[config.mk]
export PLATFORM = sky130hd
export DESIGN_NAME = shamir_lagrange_recover_gf256_unit
export DESIGN_NICKNAME = d
export VERILOG_FILES = /design/src/slr_pkg.sv /design/src/slr_gf_mul.sv /design/src/slr_point_store.sv /design/src/shamir_lagrange_recover_gf256_unit.sv
export SDC_FILE = /design/constraint.sdc
export NUM_CORES = 1
export LEC_CHECK = 0
export ABC_AREA = 1
export BUFFER_PORTS_ARGS = -buffer_cell sky130_fd_sc_hd__buf_2
export CAP_MARGIN = 40
export CORE_ASPECT_RATIO = 1.4
export CORE_UTILIZATION = 40
export DETAILED_ROUTE_END_ITERATION = 10
export PLACE_DENSITY = 0.51
export SYNTH_ARGS = -nofsm -noshare
export SYNTH_HDL_FRONTEND = slang
export SYNTH_SLANG_ARGS = --single-unit
[constraint.sdc]
create_clock -name clock -period 6.6 [get_ports clock]
set_input_delay 0.66 -clock clock [delete_from_list [all_inputs] [get_ports clock]]
set_output_delay 0.66 -clock clock [all_outputs]
set_load 0.02 [all_outputs]
[src/slr_pkg.sv]
`timescale 1ns / 1ps
`default_nettype none

package slr_pkg;

   // GF(256) reduction polynomial 0x11D, without the x^8 term.
   localparam logic [7:0] GF_POLY_LOW = 8'h1D;
   // Exponent that gives the multiplicative inverse, a^254.
   localparam logic [7:0] INV_EXP = 8'd254;
   localparam int unsigned THRESH_W = 5;
   localparam logic [THRESH_W-1:0] THRESH_RESET = 5'd3;
   // Common width for comparing point counts against the threshold.
   localparam int unsigned CMP_W = 9;

   typedef enum logic [3:0] {
      ST_IDLE,
      ST_RD_I,
      ST_LD_I,
      ST_J_NUM,
      ST_J_DEN,
      ST_J_RD,
      ST_SQ,
      ST_MUL_A,
      ST_TERM_A,
      ST_TERM_B,
      ST_OUT
   } slr_state_type;

endpackage

`default_nettype wire

[src/slr_gf_mul.sv]
`timescale 1ns / 1ps
`default_nettype none

module slr_gf_mul
   import slr_pkg::*;
(
   input  wire logic [7:0] op_a,
   input  wire logic [7:0] op_b,
   output logic      [7:0] product
);

   // Shift-and-add multiply, reducing the shifted operand at every step.
   always_comb begin
      logic [7:0] acc;
      logic [7:0] aa;
      acc = 8'h00;
      aa  = op_a;
      for (int b = 0; b < 8; b++) begin
         if (op_b[b]) begin
            acc = acc ^ aa;
         end
         if (aa[7]) begin
            aa = {aa[6:0], 1'b0} ^ GF_POLY_LOW;
         end else begin
            aa = {aa[6:0], 1'b0};
         end
      end
      product = acc;
   end

endmodule

`default_nettype wire

[src/slr_point_store.sv]
`timescale 1ns / 1ps
`default_nettype none

module slr_point_store
   import slr_pkg::*;
#(
   parameter int unsigned DEPTH = 16,
   parameter int unsigned IW    = 4
)
(
   input  wire logic          clock,
   input  wire logic          wr_en,
   input  wire logic [IW-1:0] wr_addr,
   input  wire logic [7:0]    wr_x,
   input  wire logic [7:0]    wr_y,
   input  wire logic [IW-1:0] rd_addr,
   output logic      [7:0]    rd_x,
   output logic      [7:0]    rd_y
);

   logic [7:0] x_mem_ff [DEPTH];
   logic [7:0] y_mem_ff [DEPTH];
   logic [7:0] rd_x_ff;
   logic [7:0] rd_y_ff;

   always_ff @(posedge clock) begin
      if (wr_en) begin
         x_mem_ff[wr_addr] <= wr_x;
         y_mem_ff[wr_addr] <= wr_y;
      end
   end

   always_ff @(posedge clock) begin
      rd_x_ff <= x_mem_ff[rd_addr];
      rd_y_ff <= y_mem_ff[rd_addr];
   end

   assign rd_x = rd_x_ff;
   assign rd_y = rd_y_ff;

endmodule

`default_nettype wire

[src/shamir_lagrange_recover_gf256_unit.sv]
`timescale 1ns / 1ps
`default_nettype none
// A share point that does not end a set is taken back to back while the unit is idle.
// A last point with too few stored points goes through ST_OUT to the registered result.
// Recovery runs over the first threshold stored points, all on one shared GF(256)
// multiplier, which also forms each a^254 inverse by square-and-multiply.
// Synchronous active-high reset: threshold 3, point count 0, no result
// pending; the point store contents are not cleared.

module shamir_lagrange_recover_gf256_unit
   import slr_pkg::*;
#(
   parameter int unsigned MAX_POINTS = 16
)
(
   input  wire logic                clock,
   input  wire logic                reset,
   input  wire logic                req_tvalid,
   output logic                     req_tready,
   input  wire logic [15:0]         req_tdata,  // share_x [7:0], share_y [15:8]
   input  wire logic                req_tlast,  // last_share
   output logic                     rsp_tvalid,
   input  wire logic                rsp_tready,
   output logic      [7:0]          rsp_tdata,  // secret_byte [7:0]
   output logic                     rsp_tuser,  // too_few [0]
   input  wire logic                csr_valid,
   output logic                     csr_ready,
   input  wire logic [THRESH_W-1:0] csr_wdata
);

   localparam int unsigned CW = $clog2(MAX_POINTS + 1);
   localparam int unsigned IW = $clog2(MAX_POINTS);

   slr_state_type state_ff, state_in;

   logic [THRESH_W-1:0] thresh_ff;
   logic [CW-1:0]       count_ff, count_in;
   logic [CW-1:0]       i_ff, i_in;
   logic [CW-1:0]       j_ff, j_in;
   logic [2:0]          bit_ff, bit_in;
   logic [7:0]          xi_ff, xi_in;
   logic [7:0]          yi_ff, yi_in;
   logic [7:0]          num_ff, num_in;
   logic [7:0]          den_ff, den_in;
   logic [7:0]          pow_ff, pow_in;
   logic [7:0]          sum_ff, sum_in;
   logic                err_ff, err_in;
   logic                rsp_valid_ff, rsp_valid_in;
   logic [7:0]          rsp_byte_ff, rsp_byte_in;
   logic                rsp_err_ff, rsp_err_in;

   logic          req_accept;
   logic          store_room;
   logic [CW-1:0] count_after;
   logic          short_set;
   logic          out_load;
   logic          j_is_i;
   logic          j_last;
   logic          i_last;
   logic [IW-1:0] rd_addr;
   logic [7:0]    rd_x;
   logic [7:0]    rd_y;
   logic [7:0]    mul_a;
   logic [7:0]    mul_b;
   logic [7:0]    mul_p;

   assign req_accept  = req_tvalid && req_tready;
   assign store_room  = CMP_W'(count_ff) < CMP_W'(MAX_POINTS);
   assign count_after = count_ff + CW'(store_room);
   assign short_set   = CMP_W'(count_after) < CMP_W'(thresh_ff);
   assign out_load    = (state_ff == ST_OUT) && (!rsp_valid_ff || rsp_tready);
   assign j_is_i      = (j_ff == i_ff);
   assign j_last      = (CMP_W'(j_ff) + CMP_W'(1)) == CMP_W'(thresh_ff);
   assign i_last      = (CMP_W'(i_ff) + CMP_W'(1)) == CMP_W'(thresh_ff);

   slr_point_store #(
      .DEPTH (MAX_POINTS),
      .IW    (IW)
   ) u_store (
      .clock   (clock),
      .wr_en   (req_accept && store_room),
      .wr_addr (count_ff[IW-1:0]),
      .wr_x    (req_tdata[7:0]),
      .wr_y    (req_tdata[15:8]),
      .rd_addr (rd_addr),
      .rd_x    (rd_x),
      .rd_y    (rd_y)
   );

   slr_gf_mul u_mul (
      .op_a    (mul_a),
      .op_b    (mul_b),
      .product (mul_p)
   );

   // Next state.
   always_comb begin
      state_in = state_ff;
      unique case (state_ff)
         ST_IDLE: begin
            if (req_accept && req_tlast) begin
               if (short_set || (thresh_ff == '0)) begin
                  state_in = ST_OUT;
               end else begin
                  state_in = ST_RD_I;
               end
            end
         end
         ST_RD_I:  state_in = ST_LD_I;
         ST_LD_I:  state_in = ST_J_NUM;
         ST_J_NUM: state_in = ST_J_DEN;
         ST_J_DEN: state_in = j_last ? ST_SQ : ST_J_RD;
         ST_J_RD:  state_in = ST_J_NUM;
         ST_SQ: begin
            if (INV_EXP[bit_ff]) begin
               state_in = ST_MUL_A;
            end else if (bit_ff == '0) begin
               state_in = ST_TERM_A;
            end
         end
         ST_MUL_A:  state_in = (bit_ff == '0) ? ST_TERM_A : ST_SQ;
         ST_TERM_A: state_in = ST_TERM_B;
         ST_TERM_B: state_in = i_last ? ST_OUT : ST_RD_I;
         ST_OUT: begin
            if (out_load) begin
               state_in = ST_IDLE;
            end
         end
         default: state_in = ST_IDLE;
      endcase
   end

   // Datapath and handshake outputs.
   always_comb begin
      count_in    = count_ff;
      i_in        = i_ff;
      j_in        = j_ff;
      bit_in      = bit_ff;
      xi_in       = xi_ff;
      yi_in       = yi_ff;
      num_in      = num_ff;
      den_in      = den_ff;
      pow_in      = pow_ff;
      sum_in      = sum_ff;
      err_in      = err_ff;
      rsp_byte_in = rsp_byte_ff;
      rsp_err_in  = rsp_err_ff;
      req_tready  = 1'b0;
      rd_addr     = j_ff[IW-1:0];
      mul_a       = num_ff;
      mul_b       = rd_x;

      unique case (state_ff)
         ST_IDLE: begin
            req_tready = 1'b1;
            if (req_accept) begin
               count_in = req_tlast ? '0 : count_after;
               if (req_tlast) begin
                  i_in   = '0;
                  sum_in = 8'h00;
                  err_in = short_set;
               end
            end
         end
         ST_RD_I: begin
            rd_addr = i_ff[IW-1:0];
            j_in    = '0;
            num_in  = 8'h01;
            den_in  = 8'h01;
         end
         ST_LD_I: begin
            xi_in = rd_x;
            yi_in = rd_y;
         end
         ST_J_NUM: begin
            if (!j_is_i) begin
               num_in = mul_p;
            end
         end
         ST_J_DEN: begin
            mul_a = den_ff;
            mul_b = xi_ff ^ rd_x;
            if (!j_is_i) begin
               den_in = mul_p;
            end
            j_in = j_ff + CW'(1);
            if (j_last) begin
               pow_in = 8'h01;
               bit_in = 3'd7;
            end
         end
         ST_J_RD: begin
         end
         ST_SQ: begin
            mul_a  = pow_ff;
            mul_b  = pow_ff;
            pow_in = mul_p;
            if (!INV_EXP[bit_ff] && (bit_ff != '0)) begin
               bit_in = bit_ff - 3'd1;
            end
         end
         ST_MUL_A: begin
            mul_a  = pow_ff;
            mul_b  = den_ff;
            pow_in = mul_p;
            if (bit_ff != '0) begin
               bit_in = bit_ff - 3'd1;
            end
         end
         ST_TERM_A: begin
            mul_a  = num_ff;
            mul_b  = pow_ff;
            num_in = mul_p;
         end
         ST_TERM_B: begin
            mul_a  = yi_ff;
            mul_b  = num_ff;
            sum_in = sum_ff ^ mul_p;
            i_in   = i_ff + CW'(1);
         end
         ST_OUT: begin
            if (out_load) begin
               rsp_byte_in = sum_ff;
               rsp_err_in  = err_ff;
            end
         end
         default: begin
         end
      endcase

      rsp_valid_in = out_load || (rsp_valid_ff && !rsp_tready);
   end

   always_ff @(posedge clock) begin
      if (reset) begin
         state_ff     <= ST_IDLE;
         thresh_ff    <= THRESH_RESET;
         count_ff     <= '0;
         rsp_valid_ff <= 1'b0;
      end else begin
         state_ff     <= state_in;
         count_ff     <= count_in;
         rsp_valid_ff <= rsp_valid_in;
         if (csr_valid && csr_ready) begin
            thresh_ff <= csr_wdata;
         end
      end
   end

   always_ff @(posedge clock) begin
      i_ff        <= i_in;
      j_ff        <= j_in;
      bit_ff      <= bit_in;
      xi_ff       <= xi_in;
      yi_ff       <= yi_in;
      num_ff      <= num_in;
      den_ff      <= den_in;
      pow_ff      <= pow_in;
      sum_ff      <= sum_in;
      err_ff      <= err_in;
      rsp_byte_ff <= rsp_byte_in;
      rsp_err_ff  <= rsp_err_in;
   end

   assign csr_ready  = 1'b1;
   assign rsp_tvalid = rsp_valid_ff;
   assign rsp_tdata  = rsp_byte_ff;
   assign rsp_tuser  = rsp_err_ff;

   // The store never holds more points than it has entries.
   a_count_bound: assert property (@(posedge clock) disable iff (reset)
      CMP_W'(count_ff) <= CMP_W'(MAX_POINTS))
      else $error("point count exceeds store depth");

   // Requests are only taken while no recovery is running.
   a_busy_stall: assert property (@(posedge clock) disable iff (reset)
      (state_ff != ST_IDLE) |-> !req_tready)
      else $error("request accepted during recovery");

   // A set ends with the point count cleared.
   a_set_clear: assert property (@(posedge clock) disable iff (reset)
      (req_accept && req_tlast) |=> (count_ff == '0))
      else $error("point count not cleared after last share");

   // An error result always carries a zero byte.
   a_err_zero: assert property (@(posedge clock) disable iff (reset)
      (rsp_valid_ff && rsp_err_ff) |-> (rsp_byte_ff == 8'h00))
      else $error("too_few result with nonzero byte");

   // The inner index stays within the threshold while products are formed.
   a_j_bound: assert property (@(posedge clock) disable iff (reset)
      (state_ff == ST_J_NUM) |-> (CMP_W'(j_ff) < CMP_W'(thresh_ff)))
      else $error("inner index out of range");

endmodule

`default_nettype wire
======== After elaboration in Yosys (flattened, before gate mapping) ========
Memory sizes are Yosys's and may differ from the RTL's. A register that Yosys moved wholly into a read port is not among the register bits.
Index checks and enable logic that the tools add are counted.
cells by class
  add/subtract/negate cells ............... 6
  magnitude comparators ................... 3
  equal/unequal tests ..................... 23
  mux-type cells .......................... 49
  bitwise logic cells ..................... 16
  reduce and logical (&&, ||, !) cells .... 33
operators by type and width
  kind                   count
  $mux W8                12
  $xor A8 B8 Y8          9
  $mux W5                10
  $pmux W8 S2            3
  $pmux W8 S3            2
  $pmux W4 S10           1
  $mux W4                8
  $pmux W8 S4            1
  $not A4 Y4             7
  $pmux W5 S2            2
  $ne A2 B2 Y1 const B   9
  $eq A4 B3 Y1 const B   4
  $add A5 B1 Y6 const B  2
  $eq A4 B4 Y1 const B   3
  $eq A6 B5 Y1           2
  $mux W3                4
  $add A5 B1 Y5 const B  2
  $reduce_and A2 Y1      5
  $pmux W3 S3            1
  $reduce_and A3 Y1      3
  $reduce_bool A3 Y1     3
  $eq A4 B2 Y1 const B   2
  $logic_and A1 B1 Y1    6
  $reduce_bool A2 Y1     3
  17 further kinds       26
storage, ports and cells
  bits in registers ....................... 86
  bits in writable memories ............... 256
  memory bits (read-only) ................. 8
  output and inout port bits .............. 12
  word-level logic and storage cells ...... 149
  memories ................................ 3
memories
  memory            words  bits a word  read ports  clocked after memory_dff  write ports  RTL line                                   text
  u_store.x_mem_ff  16     8            1           1                         1            slr_point_store.sv:21                      logic [7:0] x_mem_ff [DEPTH];
  u_store.y_mem_ff  16     8            1           1                         1            slr_point_store.sv:22                      logic [7:0] y_mem_ff [DEPTH];
  (name not given)  8      1            1           1                         0            shamir_lagrange_recover_gf256_unit.sv:198  if (!INV_EXP[bit_ff] && (bit_ff != '0)) begin

======== Depth between registers and ports, before layout ========
Gate-level depths: netlist of the first run.
  word-level depth ........................ 21
  gate-level depth with buffers ........... 25

======== Cells and area by module ========
Synthesis of the first run repeated with hierarchy kept, for this count alone.
second synthesis, totals
  cells, all modules ...................... 1898
  area total of the unflattened synthesis .. 17413.0 um^2
modules (own cells, without submodules)
  module                              instances  cells an instance  area an instance (um^2)  seq. area each (um^2)
  slr_point_store                     1          1076               11382.2                  8007.7
  shamir_lagrange_recover_gf256_unit  1          496                4518.1                   2452.4
  slr_gf_mul                          1          326                1512.7                   0.0

======== Worst setup path before layout of the first run ========
No wires, ideal clock.
  path kind ............................... register to register
  from .................................... register state_ff[1]
  to ...................................... memory u_store.x_mem_ff[12][0] (enable)
  arrival time ............................ 2427 ps
  required time ........................... 6212 ps
  slack ................................... 3784 ps
  stages on the path, launching flop included .. 11
  clock period less this slack ............ 2816 ps
  path through ............................ dfxtp_1 -> buf_2 -> inv_2 -> nand2_1 -> nor2_1 -> inv_1 -> nor2_1 -> inv_1 -> nor2_1 -> nand3_1 -> nor2_1
on the way
  longest elaborated chain between the ends .. 6
RTL lines
  element                        RTL line                                   text
  start, declared                shamir_lagrange_recover_gf256_unit.sv:34   slr_state_type state_ff, state_in;
  start signal, assigned         shamir_lagrange_recover_gf256_unit.sv:241  state_ff <= state_in;
  $logic_not A4 Y1               shamir_lagrange_recover_gf256_unit.sv:153  unique case (state_ff)
  $mux W1                        shamir_lagrange_recover_gf256_unit.sv:153
  via req_tready                 shamir_lagrange_recover_gf256_unit.sv:19   output logic req_tready,
  $logic_and A1 B1 Y1            shamir_lagrange_recover_gf256_unit.sv:67   assign req_accept = req_tvalid && req_tready;
  $logic_and A1 B1 Y1            shamir_lagrange_recover_gf256_unit.sv:81   .wr_en (req_accept && store_room),
  $mux W1                        slr_point_store.sv:27                      if (wr_en) begin
  $mux W1 (not written as such)  slr_point_store.sv:28                      x_mem_ff[wr_addr] <= wr_x;
  end, declared                  slr_point_store.sv:21
The timed path passes the listed nets, and every way through them passes these cells.

======== Worst setup path after layout of the first run ========
  from .................................... register state_ff[1]
  to ...................................... register u_store.rd_x_ff[4], in the netlist u_store.rd_x[4] (read register of u_store.x_mem_ff)
on the way
  longest elaborated chain between the ends .. 2
RTL lines
  element        RTL line                                   text
  $eq A4 B1 Y1   shamir_lagrange_recover_gf256_unit.sv:153
  $mux W4        shamir_lagrange_recover_gf256_unit.sv:153
  end, declared  slr_point_store.sv:23                      logic [7:0] rd_x_ff;
No other way between the ends.
A chain may end at the register's enable or synchronous reset.

==> flow_summary.ini, run 1 <==
[synth]
synth_top_family_by_area = simple AND/OR/NAND/NOR gates
synth_ff_type = edfxtp_1
syn_avg_cell_area_um2 = 10.2
yosys-top-cells-area = edfxtp_1, nand2_1, nor2_1
syn_inst = 1603
synth_xor_area_frac = 0.0187
synth_warnings = 0
synth_mux_area_frac = 0
netlist.area_leader.share = 0.598
synth_compound_area_frac = 0.107
synth_fa_ha_area_frac = 0.00762
syn_area_mm2 = 0.0164
synth-edff-count = 327
synthesis.nets = 1640
ys_seq_area_frac = 0.637
synth-simple-area-share = 0.189
synthArstFlopShare = 0
synth_seq_cells = 359
yosysTopAreaCell = edfxtp_1
synth_cell_types = 46

[placed_design]
pre_cts_ws_ps = 2790
placedCellCount = 2144
dpl.hpwl_um = 28300
place.gp.congestion = 0.899
io_buffers = 37
place_area_mm2 = 0.0174

[sta]
rsz0062_at_grt = no
fin_tns_setup_ps = 0
drv_slew = 0
post-route-min-period_ps = 3840
clock.fmax_ghz = 0.260
clock_skew_ps = 11.6
worst_slack_ps = 2760
relSlewSlack = 0.445
finalHoldViolations = 0
finalCritPeriodShare = 0.582
tightest_slew_ps = 833
finalSetupViolCount = 0

[clock_tree]
ctsHoldBuffers = 0
cts_buffers = 36
cts_resized = 0
ctsRootBufferMaster = clkbuf_16
clk_pin_slew_ps = 60
post-cts-setup-buffers = 0
tritoncts = yes
cts_sinks = 359
cts_max_level = 2
insertion_delay_ps = 530
clockBufferDepth = 3

[floorplanning]
dieArea_mm2 = 0.0419
core_mm2 = 0.0404
pin_count = 39
row_count = 87
die_w_um = 173
die_h_um = 242
initial_core_util = 0.407

[setup_path]
rr_worst_depth = 13
critical_path.cell_chain = inv_2 -> nand2_2 -> nor2_1 -> nand2_1 -> o21ai_4 -> buf_4 -> clkinv_2 -> buf_4 -> buf_16 -> o21ai_0 -> o22ai_1 -> o211ai_1 -> nand2_1
r2r_end = u_store.rd_x[4]$_DFF_P_
cp_slowest_cell = clkinv_2
rrSetupSlack_ps = 2760
cp.required_ps = 7000
slowest_delay_ps = 570
cp-end-kind = register
crit_buf_inv = 5
timing.rr.start = state_ff[1]$_SDFFE_PP0P_
crit_type = register to register
start_kind = register
cp.arrival_ps = 4240
cpLargestDelayFamily = buffers and inverters
path_max_fanout = 86

[pwr]
power_density_mw_per_mm2 = 475
ir_worst_vdd_v = 0.000222
swShare = 0.424
switchingPower_w = 0.00374
p_int_w = 0.00509
p_seq_frac = 0.325
clockPowerShare = 0.234
leakage_nw = 6.89
p_comb_frac = 0.441

[global_route]
grt_pass1_vias = 11500
grt-ovfl-total = 0
grt_usage = 0.214
grt_antenna_before_repair = 1
grt_pass1_wl_um = 67900
grt_max_degree = 87

[min_path]
whs_path_depth = 3
min_to = thresh_ff[1]$_SDFFE_PP1P_
min_from = csr_wdata[1]
hold_path_class = primary input to register

[detailed_routing]
vias = 11800
route.detailed.drc = 0
drt_wl_total_um = 44500
drtIter0Drc = 666
wl_per_cell_um = 20.1
dr.pass1.iters = 5
drt-vias-per-instance = 5.34
ant_nets = 0

[layout]
drive_gt1_frac = 0.111
multi_input_area_mm2 = 0.00537
seq_area_mm2 = 0.0105
nNetsFinal = 1685
final_area_mm2 = 0.0186
layout_commonest_cell = edfxtp_1
fillers = 3797
syn_to_final_growth_pct = 13.1
layoutNonFillerInstCount = 2208
diodes = 0
final_cell_mix = edfxtp_1, nand2_1, nor2_1

[status]
status = complete, no violations

[job]
max_cap_violations = 0
==> layout make-up <==
class,count,share of cell area
Inverter,114,0.0231
Sequential cell,359,0.563
Clock buffer,45,0.0525
Timing Repair Buffer,68,0.0251
Clock inverter,19,0.0111
Multi-Input combinational cell,1069,0.289
Tap cell,534,0.0360
==> power groups by stage <==
stage,Clock [W],Combinational [W],Sequential [W]
floorplan,0,0.00274,0.00285
global placement,0,0.00382,0.00292
global route,0.00219,0.00438,0.00289
detailed placement,0,0.00390,0.00292
finish,0.00207,0.00389,0.00287
CTS,0.00212,0.00391,0.00287
==> registers in the layout, indices dropped and copies added (netlist names), named ones only <==
name	count
count_ff	5
pow_ff	8
rsp_tvalid	1
num_ff	8
j_ff	5
bit_ff	3
yi_ff	8
sum_ff	8
u_store.x_mem_ff	128
u_store.rd_x	8
thresh_ff	5
u_store.y_mem_ff	128
rsp_tdata	8
u_store.rd_y	8
xi_ff	8
i_ff	5
rsp_tuser	1
err_ff	1
den_ff	8
state_ff	4
==> worst max path at each step <==
| stage | startpoint | end | cells past startpoint |
|---|---|---|---|
| floorplan | state_ff[1]$_SDFFE_PP0P_ | u_store.x_mem_ff[12][0]$_DFFE_PP_ | 10 |
| global placement | state_ff[1]$_SDFFE_PP0P_ | u_store.rd_x[0]$_DFF_P_ | 10 |
| detailed placement | state_ff[1]$_SDFFE_PP0P_ | u_store.rd_x[0]$_DFF_P_ | 10 |
| global route | state_ff[1]$_SDFFE_PP0P_ | u_store.rd_y[5]$_DFF_P_ | 13 |
| CTS | state_ff[1]$_SDFFE_PP0P_ | u_store.rd_y[2]$_DFF_P_ | 10 |
| finish | state_ff[1]$_SDFFE_PP0P_ | u_store.rd_x[4]$_DFF_P_ | 13 |
==> layer usage <==
metal | track usage | vias up | share of wire
li1 | - | 5706 | -
met1 | 0.257 | 5760 | 0.41
met2 | 0.390 | 245 | 0.52
met3 | 0.0247 | 71 | 0.036
met4 | 0.0802 | 2 | 0.031
met5 | 0 | - | 0.00018
==> through the flow <==
stage,total power [W],hold WS [ps],util
floorplan,0.00559,386,-
global placement,0.00674,392,0.429
detailed placement,0.00682,398,0.431
finish,0.00883,353,0.460
CTS,0.00890,326,0.460
global route,0.00946,355,0.460
==> synth_stat cells (all sizes together), types with 2 or more instances <==
library cell and n:
nand3b 7, clkinv 3, o211ai 20, nor2 254
o22ai 21, clkbuf 53, buf 8, a21oi 31
or2 5, nand4 8, o21ai 160, o221ai 46
nand3 121, a31oi 3, nor3 9, xor2 25
edfxtp 327, xnor2 10, dfxtp 32, a22oi 2
a21boi 4, a221oi 2, nand2 324, inv 111
ha 10
==> cell families (layout without fill, tap and decap cells) <==
kind of cell,Yosys count,count (layout)
DFF,359,359
xor gates and xnor gates,35,35
AOI/OAI and AO/OA,292,292
adders and majority gates,10,10
buffers and inverters,175,246
other,1,1
and+or+nand+nor,731,731
==> worst register-to-register path: stages (launching register included) <==
cell and delay [ps]:
dfxtp_1 420, inv_2 150, nand2_2 100, nor2_1 340
nand2_1 160, o21ai_4 90, buf_4 550, clkinv_2 630
buf_4 370, buf_16 200, o21ai_0 340, o22ai_1 100
o211ai_1 180, nand2_1 80
Power figures use the tool's default switching activity.
==> inputs of run 2 (changes only) <==
- PLACE_DENSITY: 0.51 -> 0.53
- clock period: 6.6 -> 3.3 ns (I/O delays scaled with it)
==> run 2 against run 1 <==
Against the previous run: via count up 2.1%; final area is 2.4% higher; sequential power up 99%; register-to-register slack lost 2500 ps; critical path depth grew 4; final cell count up 2.5%; worst setup slack lost 2500 ps; sequential share of layout area fell by 1.3 points; non-clock buffer count up 54; maximum frequency rose by 26%; global-route usage increased by 0.27 points; worst hold slack got worse by 320 ps; largest cell class unchanged.
==> flow_summary.ini, run 2 (same netlist as run 1, synthesis figures left out) <==
[sta]
finalSetupViolCount = 0
clock_skew_ps = 14.7
tightest_slew_ps = 841
post-route-min-period_ps = 3050
clock.fmax_ghz = 0.327
fin_tns_setup_ps = 0
worst_slack_ps = 245
drv_slew = 0
relSlewSlack = 0.439
finalCritPeriodShare = 0.926
finalHoldViolations = 0
rsz0062_at_grt = no

[layout]
drive_gt1_frac = 0.138
diodes = 0
layout_commonest_cell = edfxtp_1
syn_to_final_growth_pct = 15.8
nNetsFinal = 1740
final_cell_mix = edfxtp_1, nand2_1, nor2_1
final_area_mm2 = 0.0190
final_util = 0.471
multi_input_area_mm2 = 0.00539
fillers = 3750
seq_area_mm2 = 0.0105
largestRegisters = u_store.x_mem_ff (128), u_store.y_mem_ff (128)

[setup_path]
crit_end = num_ff[0]$_SDFFCE_PN1P_
cp-end-kind = register
start_kind = register
rr_worst_depth = 17
r2r_end = num_ff[0]$_SDFFCE_PN1P_
slowest_delay_ps = 380
crit_type = register to register
cp.required_ps = 3580
rrSetupSlack_ps = 250
critical_path.cell_chain = inv_2 -> nor2_4 -> buf_4 -> nand2_1 -> buf_4 -> o21ai_1 -> nand2_1 -> nand3_1 -> nand2_1 -> xor2_1 -> or2_1 -> nand2_1 -> nand2_1 -> nand2_1 -> nand2_1 -> nand2_1 -> o21ai_0
timing.rr.start = state_ff[2]$_SDFFE_PP0P_
path_max_fanout = 11
path_common_cell = nand2_1
cp.arrival_ps = 3340
startpoint = state_ff[2]$_SDFFE_PP0P_
path_depth = 17
crit_buf_inv = 3
cp_slowest_cell = dfxtp_2
cpLargestDelayFamily = simple AND/OR/NAND/NOR gates

[floorplanning]
core_mm2 = 0.0404
die_w_um = 173
pin_count = 39
row_count = 87
die_h_um = 242
initial_core_util = 0.407
dieArea_mm2 = 0.0419

[min_path]
hold_path_class = primary input to register

[pwr]
ir_worst_vdd_v = 0.000501
power_density_mw_per_mm2 = 948
leakage_nw = 7.14

[clock_tree]
cts_sinks = 359
tritoncts = yes
clk_pin_slew_ps = 60
cts_buffers = 37
insertion_delay_ps = 530
clockBufferDepth = 3
ctsRootBufferMaster = clkbuf_16
cts_max_level = 2

[global_route]
grt-ovfl-total = 0
grt_pass1_vias = 11900
grt_max_degree = 129
grt_antenna_before_repair = 1
grt_usage = 0.217
grt_pass1_wl_um = 69100

[detailed_routing]
wl_per_cell_um = 19.8
ant_nets = 0
drt_wl_total_um = 44900
vias = 12000
drtIter0Drc = 916
dr.pass1.iters = 6
drt-vias-per-instance = 5.32
route.detailed.drc = 0

[job]
max_cap_violations = 0

[placed_design]
pre_cts_ws_ps = 67.5
io_buffers = 37
dpl.hpwl_um = 29600
place.gp.congestion = 0.934
place_area_mm2 = 0.0178

[status]
status = complete, no violations
[run 2: area by class of cell]
class                   instances  area share
flip-flops and latches        359       0.550
multi-input cells            1069       0.283
clock buffers                  52      0.0522
repair buffers                122      0.0504
well taps                     534      0.0351
inverters                     114      0.0226
clock inverters                14     0.00658
[run 2: worst min-delay path by stage]
stage	depth (start not counted)	from	slack [ps]	endpoint
after floorplan	0	u_store.rd_y[0]$_DFF_P_	390	yi_ff[0]$_DFFE_PP_
after global placement	0	u_store.rd_y[1]$_DFF_P_	390	yi_ff[1]$_DFFE_PP_
after detailed placement	0	u_store.rd_y[1]$_DFF_P_	390	yi_ff[1]$_DFFE_PP_
after CTS	3	csr_wdata[1]	20	thresh_ff[1]$_SDFFE_PP1P_
after global routing	3	csr_wdata[1]	50	thresh_ff[1]$_SDFFE_PP1P_
final	3	csr_wdata[1]	40	thresh_ff[1]$_SDFFE_PP1P_
[run 2: power by group]
part	leakage, nW	internal [W]	switching, W
Sequential	3.22	0.00547	0.000239
Combinational	3.37	0.00270	0.00566
Clock	0.545	0.00226	0.00169
[run 2: metal layers]
metal | vias to the layer above | global-route usage | part of all wire
li1 | 5834 | - | -
met5 | - | 0 | 0.00027
met4 | 2 | 0.0924 | 0.039
met3 | 99 | 0.0258 | 0.036
met2 | 301 | 0.405 | 0.53
met1 | 5798 | 0.247 | 0.39
[run 2: metrics by stage]
| step | std cells | hold slack (ps) | power (W) |
|---|---|---|---|
| floorplan | 1603 | 386 | 0.0112 |
| global placement | 2188 | 387 | 0.0140 |
| detailed placement | 2189 | 391 | 0.0140 |
| CTS | 2256 | 18.1 | 0.0180 |
| global route | 2264 | 48.7 | 0.0193 |
| finish | 2264 | 35.3 | 0.0180 |
[run 2: repair_timing]
action                     4_1_cts  5_1_grt
setup buffers                    0        7
setup endpoints to repair        0       30
hold buffers                     1        0
resized for setup                0        8
hold endpoints to repair         1        0
[run 2: worst min-delay path, cell delays in order]
cell and delay, ps:
buf_2 80, a21oi_1 50, o21ai_0 70
